===== src/mbps_pkg.sv =====
package mbps_pkg;

   // Window depth and the width of the stream byte counter.
   localparam int MAX_PATTERN = 16;
   localparam int OFFSET_BITS = 32;

   // The pattern registers hold sixteen bytes.
   localparam int REG_BYTES     = 16;
   localparam int PATTERN_LIMIT = (MAX_PATTERN < REG_BYTES) ? MAX_PATTERN : REG_BYTES;

   localparam int LEN_BITS     = 5;
   localparam int WIN_IDX_BITS = (MAX_PATTERN > 1) ? $clog2(MAX_PATTERN) : 1;
   localparam int NUMBER_BITS  = 32;
   localparam int RESULT_BITS  = 32;

   localparam logic [OFFSET_BITS-1:0] OFFSET_MAX = '1;
   localparam logic [NUMBER_BITS-1:0] NUMBER_MAX = '1;

   localparam logic [15:0]         CARE_MASK_RESET = 16'hFFFF;
   localparam logic [LEN_BITS-1:0] LENGTH_RESET    = LEN_BITS'(1);

   typedef enum logic [1:0] {
      REG_PATTERN_LOW  = 2'd0,
      REG_PATTERN_HIGH = 2'd1,
      REG_CARE_MASK    = 2'd2,
      REG_LENGTH       = 2'd3
   } reg_index_type;

   typedef logic [MAX_PATTERN-1:0][7:0] window_type;

   typedef struct packed {
      logic [63:0]         pattern_high;
      logic [63:0]         pattern_low;
      logic [15:0]         care_mask;
      logic [LEN_BITS-1:0] length;
   } cfg_type;

   typedef struct packed {
      logic                   found;
      logic [RESULT_BITS-1:0] match_offset;
      logic [NUMBER_BITS-1:0] match_number;
   } result_type;

   typedef struct packed {
      window_type             window;
      logic [OFFSET_BITS-1:0] bytes_seen;
      logic [NUMBER_BITS-1:0] matches_seen;
      logic                   emit;
      result_type             result;
   } match_out_type;

endpackage


===== src/mbps_match.sv =====
module mbps_match
   import mbps_pkg::*;
(
   input  cfg_type                cfg,
   input  window_type             window,
   input  logic [OFFSET_BITS-1:0] bytes_seen,
   input  logic [NUMBER_BITS-1:0] matches_seen,
   input  logic [7:0]             data_byte,
   input  logic                   first_byte,
   input  logic                   last_byte,
   output match_out_type          next
);

   logic [LEN_BITS-1:0]    len;
   logic [8*REG_BYTES-1:0] pattern;
   window_type             window_new;
   logic [OFFSET_BITS-1:0] bytes_new;
   logic [NUMBER_BITS-1:0] matches_cur;
   logic [LEN_BITS-1:0]    pos;
   logic                   match;

   always_comb begin
      if (cfg.length == '0) begin
         len = LEN_BITS'(1);
      end else if (cfg.length > LEN_BITS'(PATTERN_LIMIT)) begin
         len = LEN_BITS'(PATTERN_LIMIT);
      end else begin
         len = cfg.length;
      end

      pattern = {cfg.pattern_high, cfg.pattern_low};

      // A new stream starts from an empty window and zero counters.
      window_new[0] = data_byte;
      for (int i = 1; i < MAX_PATTERN; i++) begin
         window_new[i] = first_byte ? 8'h00 : window[i-1];
      end

      if (first_byte) begin
         bytes_new   = OFFSET_BITS'(1);
         matches_cur = '0;
      end else begin
         bytes_new   = (bytes_seen != OFFSET_MAX) ? bytes_seen + OFFSET_BITS'(1) : bytes_seen;
         matches_cur = matches_seen;
      end

      // Pattern byte i lines up with the window byte len-1-i places back.
      match = (bytes_new >= OFFSET_BITS'(len));
      pos   = '0;
      for (int i = 0; i < PATTERN_LIMIT; i++) begin
         pos = len - LEN_BITS'(1) - LEN_BITS'(i);
         if ((LEN_BITS'(i) < len) && cfg.care_mask[i] &&
             (window_new[pos[WIN_IDX_BITS-1:0]] != pattern[8*i +: 8])) begin
            match = 1'b0;
         end
      end

      next.window     = window_new;
      next.bytes_seen = bytes_new;
      next.emit       = match || (last_byte && (matches_cur == '0));
      next.result.found = match;
      if (match) begin
         next.result.match_offset = RESULT_BITS'(bytes_new - OFFSET_BITS'(len));
         next.result.match_number = matches_cur;
         next.matches_seen = (matches_cur != NUMBER_MAX) ?
                             matches_cur + NUMBER_BITS'(1) : matches_cur;
      end else begin
         next.result.match_offset = '0;
         next.result.match_number = '0;
         next.matches_seen        = matches_cur;
      end
   end

endmodule


===== src/mbps_skid.sv =====
module mbps_skid
   import mbps_pkg::*;
(
   input  logic       clock,
   input  logic       reset,
   input  logic       in_valid,
   output logic       in_ready,
   input  result_type in_data,
   output logic       out_valid,
   input  logic       out_ready,
   output result_type out_data
);

   logic       out_valid_ff, out_valid_in;
   result_type out_data_ff, out_data_in;
   logic       skid_valid_ff, skid_valid_in;
   result_type skid_data_ff, skid_data_in;
   logic       push;

   assign in_ready  = !skid_valid_ff;
   assign out_valid = out_valid_ff;
   assign out_data  = out_data_ff;
   assign push      = in_valid && !skid_valid_ff;

   always_comb begin
      out_valid_in  = out_valid_ff;
      out_data_in   = out_data_ff;
      skid_valid_in = skid_valid_ff;
      skid_data_in  = skid_data_ff;
      if (!out_valid_ff || out_ready) begin
         // The output register is free this cycle: the older word goes first.
         if (skid_valid_ff) begin
            out_valid_in  = 1'b1;
            out_data_in   = skid_data_ff;
            skid_valid_in = 1'b0;
         end else begin
            out_valid_in = push;
            out_data_in  = in_data;
         end
      end else if (push) begin
         skid_valid_in = 1'b1;
         skid_data_in  = in_data;
      end
   end

   always_ff @(posedge clock) begin
      if (reset) begin
         out_valid_ff  <= 1'b0;
         skid_valid_ff <= 1'b0;
      end else begin
         out_valid_ff  <= out_valid_in;
         skid_valid_ff <= skid_valid_in;
      end
      out_data_ff  <= out_data_in;
      skid_data_ff <= skid_data_in;
   end

   a_skid_behind_out: assert property (@(posedge clock) disable iff (reset)
      skid_valid_ff |-> out_valid_ff)
      else $error("skid word held while output register is empty");

   a_skid_drains: assert property (@(posedge clock) disable iff (reset)
      (skid_valid_ff && out_ready) |=> (out_valid_ff && !skid_valid_ff))
      else $error("skid word not moved to output register");

   a_skid_order: assert property (@(posedge clock) disable iff (reset)
      (skid_valid_ff && out_ready) |=> (out_data_ff == $past(skid_data_ff)))
      else $error("word order lost between skid and output register");

endmodule


===== src/masked_byte_pattern_scanner.sv =====
// Channel   Direction  Word contents
// req_*     in         tdata[7:0] data_byte, tuser first_byte, tlast last_byte
// rsp_*     out        tdata[31:0] match_offset, tdata[63:32] match_number,
//                      tuser found
// csr_*     in         64-bit registers at 0, 8, 16, 24: pattern low, pattern high,
//                      care mask, pattern length
//
// One byte is accepted per clock while the buffer has room; each result is registered.
// Up to sixteen window bytes are compared, masked, in the cycle the byte is taken.
// Reset clears the window, both counters and the registers to their reset values.
// A two-word output buffer lets input continue while one result waits; input
// stalls only when both words are held.
module masked_byte_pattern_scanner
   import mbps_pkg::*;
(
   input  logic        clock,
   input  logic        reset,
   input  logic        req_tvalid,
   output logic        req_tready,
   input  logic [7:0]  req_tdata,   // data_byte
   input  logic        req_tuser,   // first_byte
   input  logic        req_tlast,   // last_byte
   output logic        rsp_tvalid,
   input  logic        rsp_tready,
   output logic [63:0] rsp_tdata,   // match_offset [31:0], match_number [63:32]
   output logic        rsp_tuser,   // found
   input  logic        csr_psel,
   input  logic        csr_penable,
   input  logic        csr_pwrite,
   input  logic [4:0]  csr_paddr,
   input  logic [63:0] csr_pwdata,
   output logic [63:0] csr_prdata,
   output logic        csr_pready
);

   cfg_type                cfg_ff, cfg_in;
   window_type             window_ff;
   logic [OFFSET_BITS-1:0] bytes_seen_ff;
   logic [NUMBER_BITS-1:0] matches_seen_ff;
   match_out_type          step;
   reg_index_type          reg_index;
   logic                   csr_write;
   logic                   accept;
   logic                   buf_ready;
   result_type             rsp_word;

   assign csr_pready = 1'b1;
   assign csr_write  = csr_psel && csr_penable && csr_pwrite;
   assign reg_index  = reg_index_type'(csr_paddr[4:3]);

   always_comb begin
      cfg_in = cfg_ff;
      if (csr_write) begin
         unique case (reg_index)
            REG_PATTERN_LOW:  cfg_in.pattern_low  = csr_pwdata;
            REG_PATTERN_HIGH: cfg_in.pattern_high = csr_pwdata;
            REG_CARE_MASK:    cfg_in.care_mask    = csr_pwdata[15:0];
            REG_LENGTH:       cfg_in.length       = csr_pwdata[LEN_BITS-1:0];
            default:          cfg_in = cfg_ff;
         endcase
      end
   end

   always_comb begin
      unique case (reg_index)
         REG_PATTERN_LOW:  csr_prdata = cfg_ff.pattern_low;
         REG_PATTERN_HIGH: csr_prdata = cfg_ff.pattern_high;
         REG_CARE_MASK:    csr_prdata = 64'(cfg_ff.care_mask);
         REG_LENGTH:       csr_prdata = 64'(cfg_ff.length);
         default:          csr_prdata = '0;
      endcase
   end

   mbps_match u_match (
      .cfg          (cfg_ff),
      .window       (window_ff),
      .bytes_seen   (bytes_seen_ff),
      .matches_seen (matches_seen_ff),
      .data_byte    (req_tdata),
      .first_byte   (req_tuser),
      .last_byte    (req_tlast),
      .next         (step)
   );

   // Every word is taken while the buffer has room, whether it yields a result or not.
   assign req_tready = buf_ready;
   assign accept     = req_tvalid && buf_ready;

   always_ff @(posedge clock) begin
      if (reset) begin
         cfg_ff.pattern_low  <= '0;
         cfg_ff.pattern_high <= '0;
         cfg_ff.care_mask    <= CARE_MASK_RESET;
         cfg_ff.length       <= LENGTH_RESET;
         window_ff           <= '0;
         bytes_seen_ff       <= '0;
         matches_seen_ff     <= '0;
      end else begin
         cfg_ff <= cfg_in;
         if (accept) begin
            window_ff       <= step.window;
            bytes_seen_ff   <= step.bytes_seen;
            matches_seen_ff <= step.matches_seen;
         end
      end
   end

   mbps_skid u_skid (
      .clock     (clock),
      .reset     (reset),
      .in_valid  (accept && step.emit),
      .in_ready  (buf_ready),
      .in_data   (step.result),
      .out_valid (rsp_tvalid),
      .out_ready (rsp_tready),
      .out_data  (rsp_word)
   );

   assign rsp_tdata = {rsp_word.match_number, rsp_word.match_offset};
   assign rsp_tuser = rsp_word.found;

   a_bytes_counted: assert property (@(posedge clock) disable iff (reset)
      accept |=> (bytes_seen_ff != '0))
      else $error("byte counter zero after a byte was taken");

   a_matches_monotonic: assert property (@(posedge clock) disable iff (reset)
      (accept && !req_tuser) |=> (matches_seen_ff >= $past(matches_seen_ff)))
      else $error("match counter went backward within a stream");

   a_state_held: assert property (@(posedge clock) disable iff (reset)
      (!accept && !$past(reset)) |=> ($stable(window_ff) && $stable(bytes_seen_ff)))
      else $error("window or byte counter changed without a byte");

   a_match_counted: assert property (@(posedge clock) disable iff (reset)
      (accept && step.emit && step.result.found) |=>
         (matches_seen_ff != '0))
      else $error("match reported but not counted");

endmodule

===== config.mk =====
export PLATFORM = sky130hd
export DESIGN_NAME = masked_byte_pattern_scanner
export DESIGN_NICKNAME = d
export VERILOG_FILES = /design/src/mbps_pkg.sv /design/src/mbps_match.sv /design/src/mbps_skid.sv /design/src/masked_byte_pattern_scanner.sv
export SDC_FILE = /design/constraint.sdc
export NUM_CORES = 2
export LEC_CHECK = 0
export BUFFER_PORTS_ARGS = -buffer_cell sky130_fd_sc_hd__clkbuf_2
export CAP_MARGIN = 20
export CORE_MARGIN = 2
export CORE_UTILIZATION = 55
export CTS_BUF_LIST = sky130_fd_sc_hd__clkbuf_8
export DETAILED_ROUTE_END_ITERATION = 12
export PLACE_DENSITY = 0.73
export SLEW_MARGIN = 25
export SYNTH_ARGS = -nofsm -noshare
export SYNTH_HDL_FRONTEND = slang
export SYNTH_SLANG_ARGS = --single-unit

===== constraint.sdc =====
create_clock -name clock -period 39.4 [get_ports clock]
set_input_delay 9.85 -clock clock [delete_from_list [all_inputs] [get_ports clock]]
set_output_delay 9.85 -clock clock [all_outputs]
set_load 0.02 [all_outputs]

==> results.sh <==
export IMPL_finalClockSkew_ps=59.1
export IMPL_yosysWarnings=0
export IMPL_synth_distinct_cells=93
export IMPL_clock_fmax_ghz=0.0465
export IMPL_gp_congestion=1.01
export IMPL_die_w_um=239
export IMPL_ant_nets=0
export IMPL_grt_util_met2_pct=52.2
export IMPL_worst_setup_path_end_kind="primary output"
export IMPL_synthMuxAreaShare_pct=15.0
export IMPL_place_area_um2=31700
export IMPL_grt_pass1_wl_um=154000
export IMPL_cts_buffers=81
export IMPL_finalSetupViolCount=0
export IMPL_drt_initial_drc_count=3752
export IMPL_cts_tree="yes"
export IMPL_die_h_um=239
export IMPL_power_density_nw_per_um2=32.7
export IMPL_crit_family="simple AND/OR/NAND/NOR gates"
export IMPL_cp_data_required_time_ps=29550
export IMPL_crit_chain="clkbuf_2, buf_4, nor2b_1, nand2_1, o21ai_0, clkbuf_2"
export IMPL_area_growth_synth_to_final_pct=10.0
export IMPL_first_global_vias=25800
export IMPL_critPathLaunchType="input port"
export IMPL_num_io_pins=218
export IMPL_overflow=0
export IMPL_layout_min_cycle_time_ps=21520
export IMPL_grt_util_met1_pct=45.4
export IMPL_rsz0062_at_grt="false"
export IMPL_io_buffers=213
export IMPL_synth_top_family_by_area="simple AND/OR/NAND/NOR gates"
export IMPL_nNetsFinal=3775
export IMPL_synthFlopType="dfxtp_1"
export IMPL_die_area_um2=57100
export IMPL_stdcell_area_um2=33400
export IMPL_clk_pin_slew_worst_paths_ps=50
export IMPL_drive_gt1_share_pct=16.0
export IMPL_cts_htree_levels=3
export IMPL_finalCritPeriodShare_pct=54.6
export IMPL_rows=86
export IMPL_clk_latency_ps=710
export IMPL_wire_per_inst_um=22.8
export IMPL_first_pass_iters=8
export IMPL_grt_max_degree=100
export IMPL_cts_sinks=465
export IMPL_synth_compound_area_share_pct=16.6
export IMPL_nFillCells=4815
export IMPL_synth_seq_cells=465
export IMPL_synth_area_um2=30400
export IMPL_drv_cap=0
export IMPL_syn_inst=3619
export IMPL_root_buffer="clkbuf_8"
export IMPL_synth_simple_area_share_pct=23.3
export IMPL_synth_xor_area_share_pct=5.04
export IMPL_grtUsageMet3_pct=7.91
export IMPL_start_util_pct=55.3
export IMPL_dp_hpwl_um=69900
export IMPL_status="finished, final reports clean"
export IMPL_cpMostUsedCell="clkbuf_2"
export IMPL_antenna_found_initial=3
export IMPL_peakVddDrop_mv=0.0291
export IMPL_cp_num_buf_inv=3
export IMPL_worst_slew_pin_slew_ps=1100
export IMPL_crit_type="input port to primary output"
export IMPL_drv_slew=0
export IMPL_cts_resized=0
export IMPL_cpPeakStageDelay_ps=850
export IMPL_syn_nets=3725
export IMPL_core_area_um2=54900
export IMPL_holdBufCountCts=0
export IMPL_async_flop_share_pct=0
export IMPL_hold_violations=0
export IMPL_post_cts_buffers=0
export IMPL_via_count=28800
export IMPL_seq_area_frac_synth_pct=34.9
export IMPL_leakagePower_nw=12.5
export IMPL_hold_class="register to register"
export IMPL_grtUsageTotal_pct=34.7
export IMPL_cp_max_fo=71
export IMPL_synth_adder_area_share_pct=0.849
export IMPL_avgSynthCellArea_um2=8.39
export IMPL_clockBufferDepth=3
export IMPL_cp_slowest_cell="nor2b_1"
export IMPL_wirelength_um=101000
export IMPL_vias_per_cell=6.48
export IMPL_cp_data_arrival_time_ps=11670
export IMPL_tns_ps=0
export IMPL_grt_busiest_layer="met2"
export IMPL_synth_edf_count=130
export IMPL_drc=0
export IMPL_relSlewSlack_pct=25.7
## path summary, 6_finish.rpt
kind,slack [ps],to,depth (start not counted),start
max,17880,csr_prdata[11],6,csr_paddr[4]
min,450,window_ff[5]$_SDFFE_PP0P_,2,window_ff[5]$_SDFFE_PP0P_
max reg2reg,29550,u_skid.out_data[6]$_DFFE_PP_,22,cfg_ff[4]$_SDFFE_PP0P_
min reg2reg,450,window_ff[5]$_SDFFE_PP0P_,2,window_ff[5]$_SDFFE_PP0P_
## synth_stat cells (all sizes together) (11+ instances only)
cell,n,area share [%]
nand2,746,9.3
dfxtp,335,22
a21oi,333,5.5
clkbuf,238,2.9
nor2,224,2.8
mux2i,162,5.3
nor2b,142,2.9
edfxtp,130,13
xnor2,113,3.3
o21ai,108,1.8
mux4,107,7.9
nand3,78,1.3
nor3,69,1.2
buf,64,0.93
xor2,61,1.8
and3,59,1.2
nand4,54,1.1
mux2,47,1.7
a22oi,46,1.1
nor4,45,1.1
o221ai,38,1.1
o31ai,36,0.89
inv,25,0.33
o22ai,24,0.49
a211oi,22,0.54
or3,20,0.41
ha,19,0.78
o211ai,18,0.44
a31oi,17,0.35
nand2b,15,0.31
or2,14,0.29
or4,14,0.36
a221oi,13,0.37
a22o,11,0.32
## power breakdown
group          switching [W]  total [W]  internal, W
registers         0.00000516   0.000502     0.000497
logic              0.0000756   0.000109    0.0000333
clock network       0.000218   0.000482     0.000264
## worst register-to-register path, delay by kind of cell (launching register included)
| family | cells | cell delay [ps] |
|---|---|---|
| xor+xnor | 1 | 150 |
| simple gates | 9 | 3410 |
| fa+ha+maj | 2 | 1060 |
| compound gates | 3 | 1050 |
| buf+inv | 5 | 2590 |
| flops | 1 | 440 |
| mux | 2 | 910 |
## per-layer routing
| layer | routed length (um) | vias up |
|---|---|---|
| met3 | 10700 | 360 |
| met2 | 44100 | 1658 |
| met5 | 13 | - |
| li1 | - | 13200 |
| met4 | 6870 | 2 |
| met1 | 39600 | 13500 |
## stage by stage
stage	hold slack [ps]	setup slack, ps	utilization (%)	total power, W	cells
CTS	451	17870	60.8	0.00109	4435
global placement	437	17890	57.7	0.000617	4289
detailed placement	443	17880	57.7	0.000618	4289
global route	474	17720	60.9	0.00113	4437
floorplan	432	17740	-	0.000583	3619
finish	447	17880	60.9	0.00109	4438
## cell usage in the layout (no fill, tap or decap), types with 14 or more instances in the layout
cell      count
a211oi_1     22
a21oi_1     330
a22oi_1      46
a31oi_1      17
and3_1       59
buf_4        56
clkbuf_2    210
clkbuf_8     93
clkinv_1     18
dfxtp_1     333
edfxtp_1    130
ha_1         18
inv_1        37
mux2_2       44
mux2i_1     162
mux4_2      107
nand2_1     743
nand2b_1     14
nand3_1      78
nand4_1      54
nor2_1      224
nor2b_1     140
nor3_1       65
nor4_1       39
o211ai_1     18
o21ai_0     105
o221ai_1     38
o22ai_1      24
o31ai_1      36
or3_1        19
xnor2_1     110
xor2_1       61
## registers in the layout (all words and copies together) (netlist names)
| name | cells |
|---|---|
| u_skid.out_data | 65 |
| u_skid.skid_data_ff | 65 |
| u_skid.skid_valid_ff | 1 |
| matches_seen_ff | 32 |
| bytes_seen_ff | 32 |
| u_skid.out_valid | 1 |
| window_ff | 120 |
| cfg_ff | 149 |
## cell type report
| cell class | instances | area, um2 | area share [%] |
|---|---|---|---|
| Clock inverter | 53 | 444 | 1.33 |
| Clock buffer | 93 | 1280 | 3.83 |
| Inverter | 30 | 118 | 0.352 |
| Antenna cell | 2 | 5.00 | 0.0150 |
| Tap cell | 704 | 881 | 2.64 |
| Multi-Input combinational cell | 2822 | 18600 | 55.5 |
| Timing Repair Buffer | 269 | 1510 | 4.51 |
| Sequential cell | 465 | 10600 | 31.8 |
## kinds of logic (layout without fill, tap and decap cells)
logic type                 Yosys count  in the layout
DFF                                465            465
muxes                              316            316
AOI/OAI and AO/OA                  791            791
xor gates and xnor gates           174            174
other                                1              3
adders and majority gates           20             20
and+or+nand+nor                   1520           1520
buffers and inverters              332            445
(Power assumes the default switching activity.)
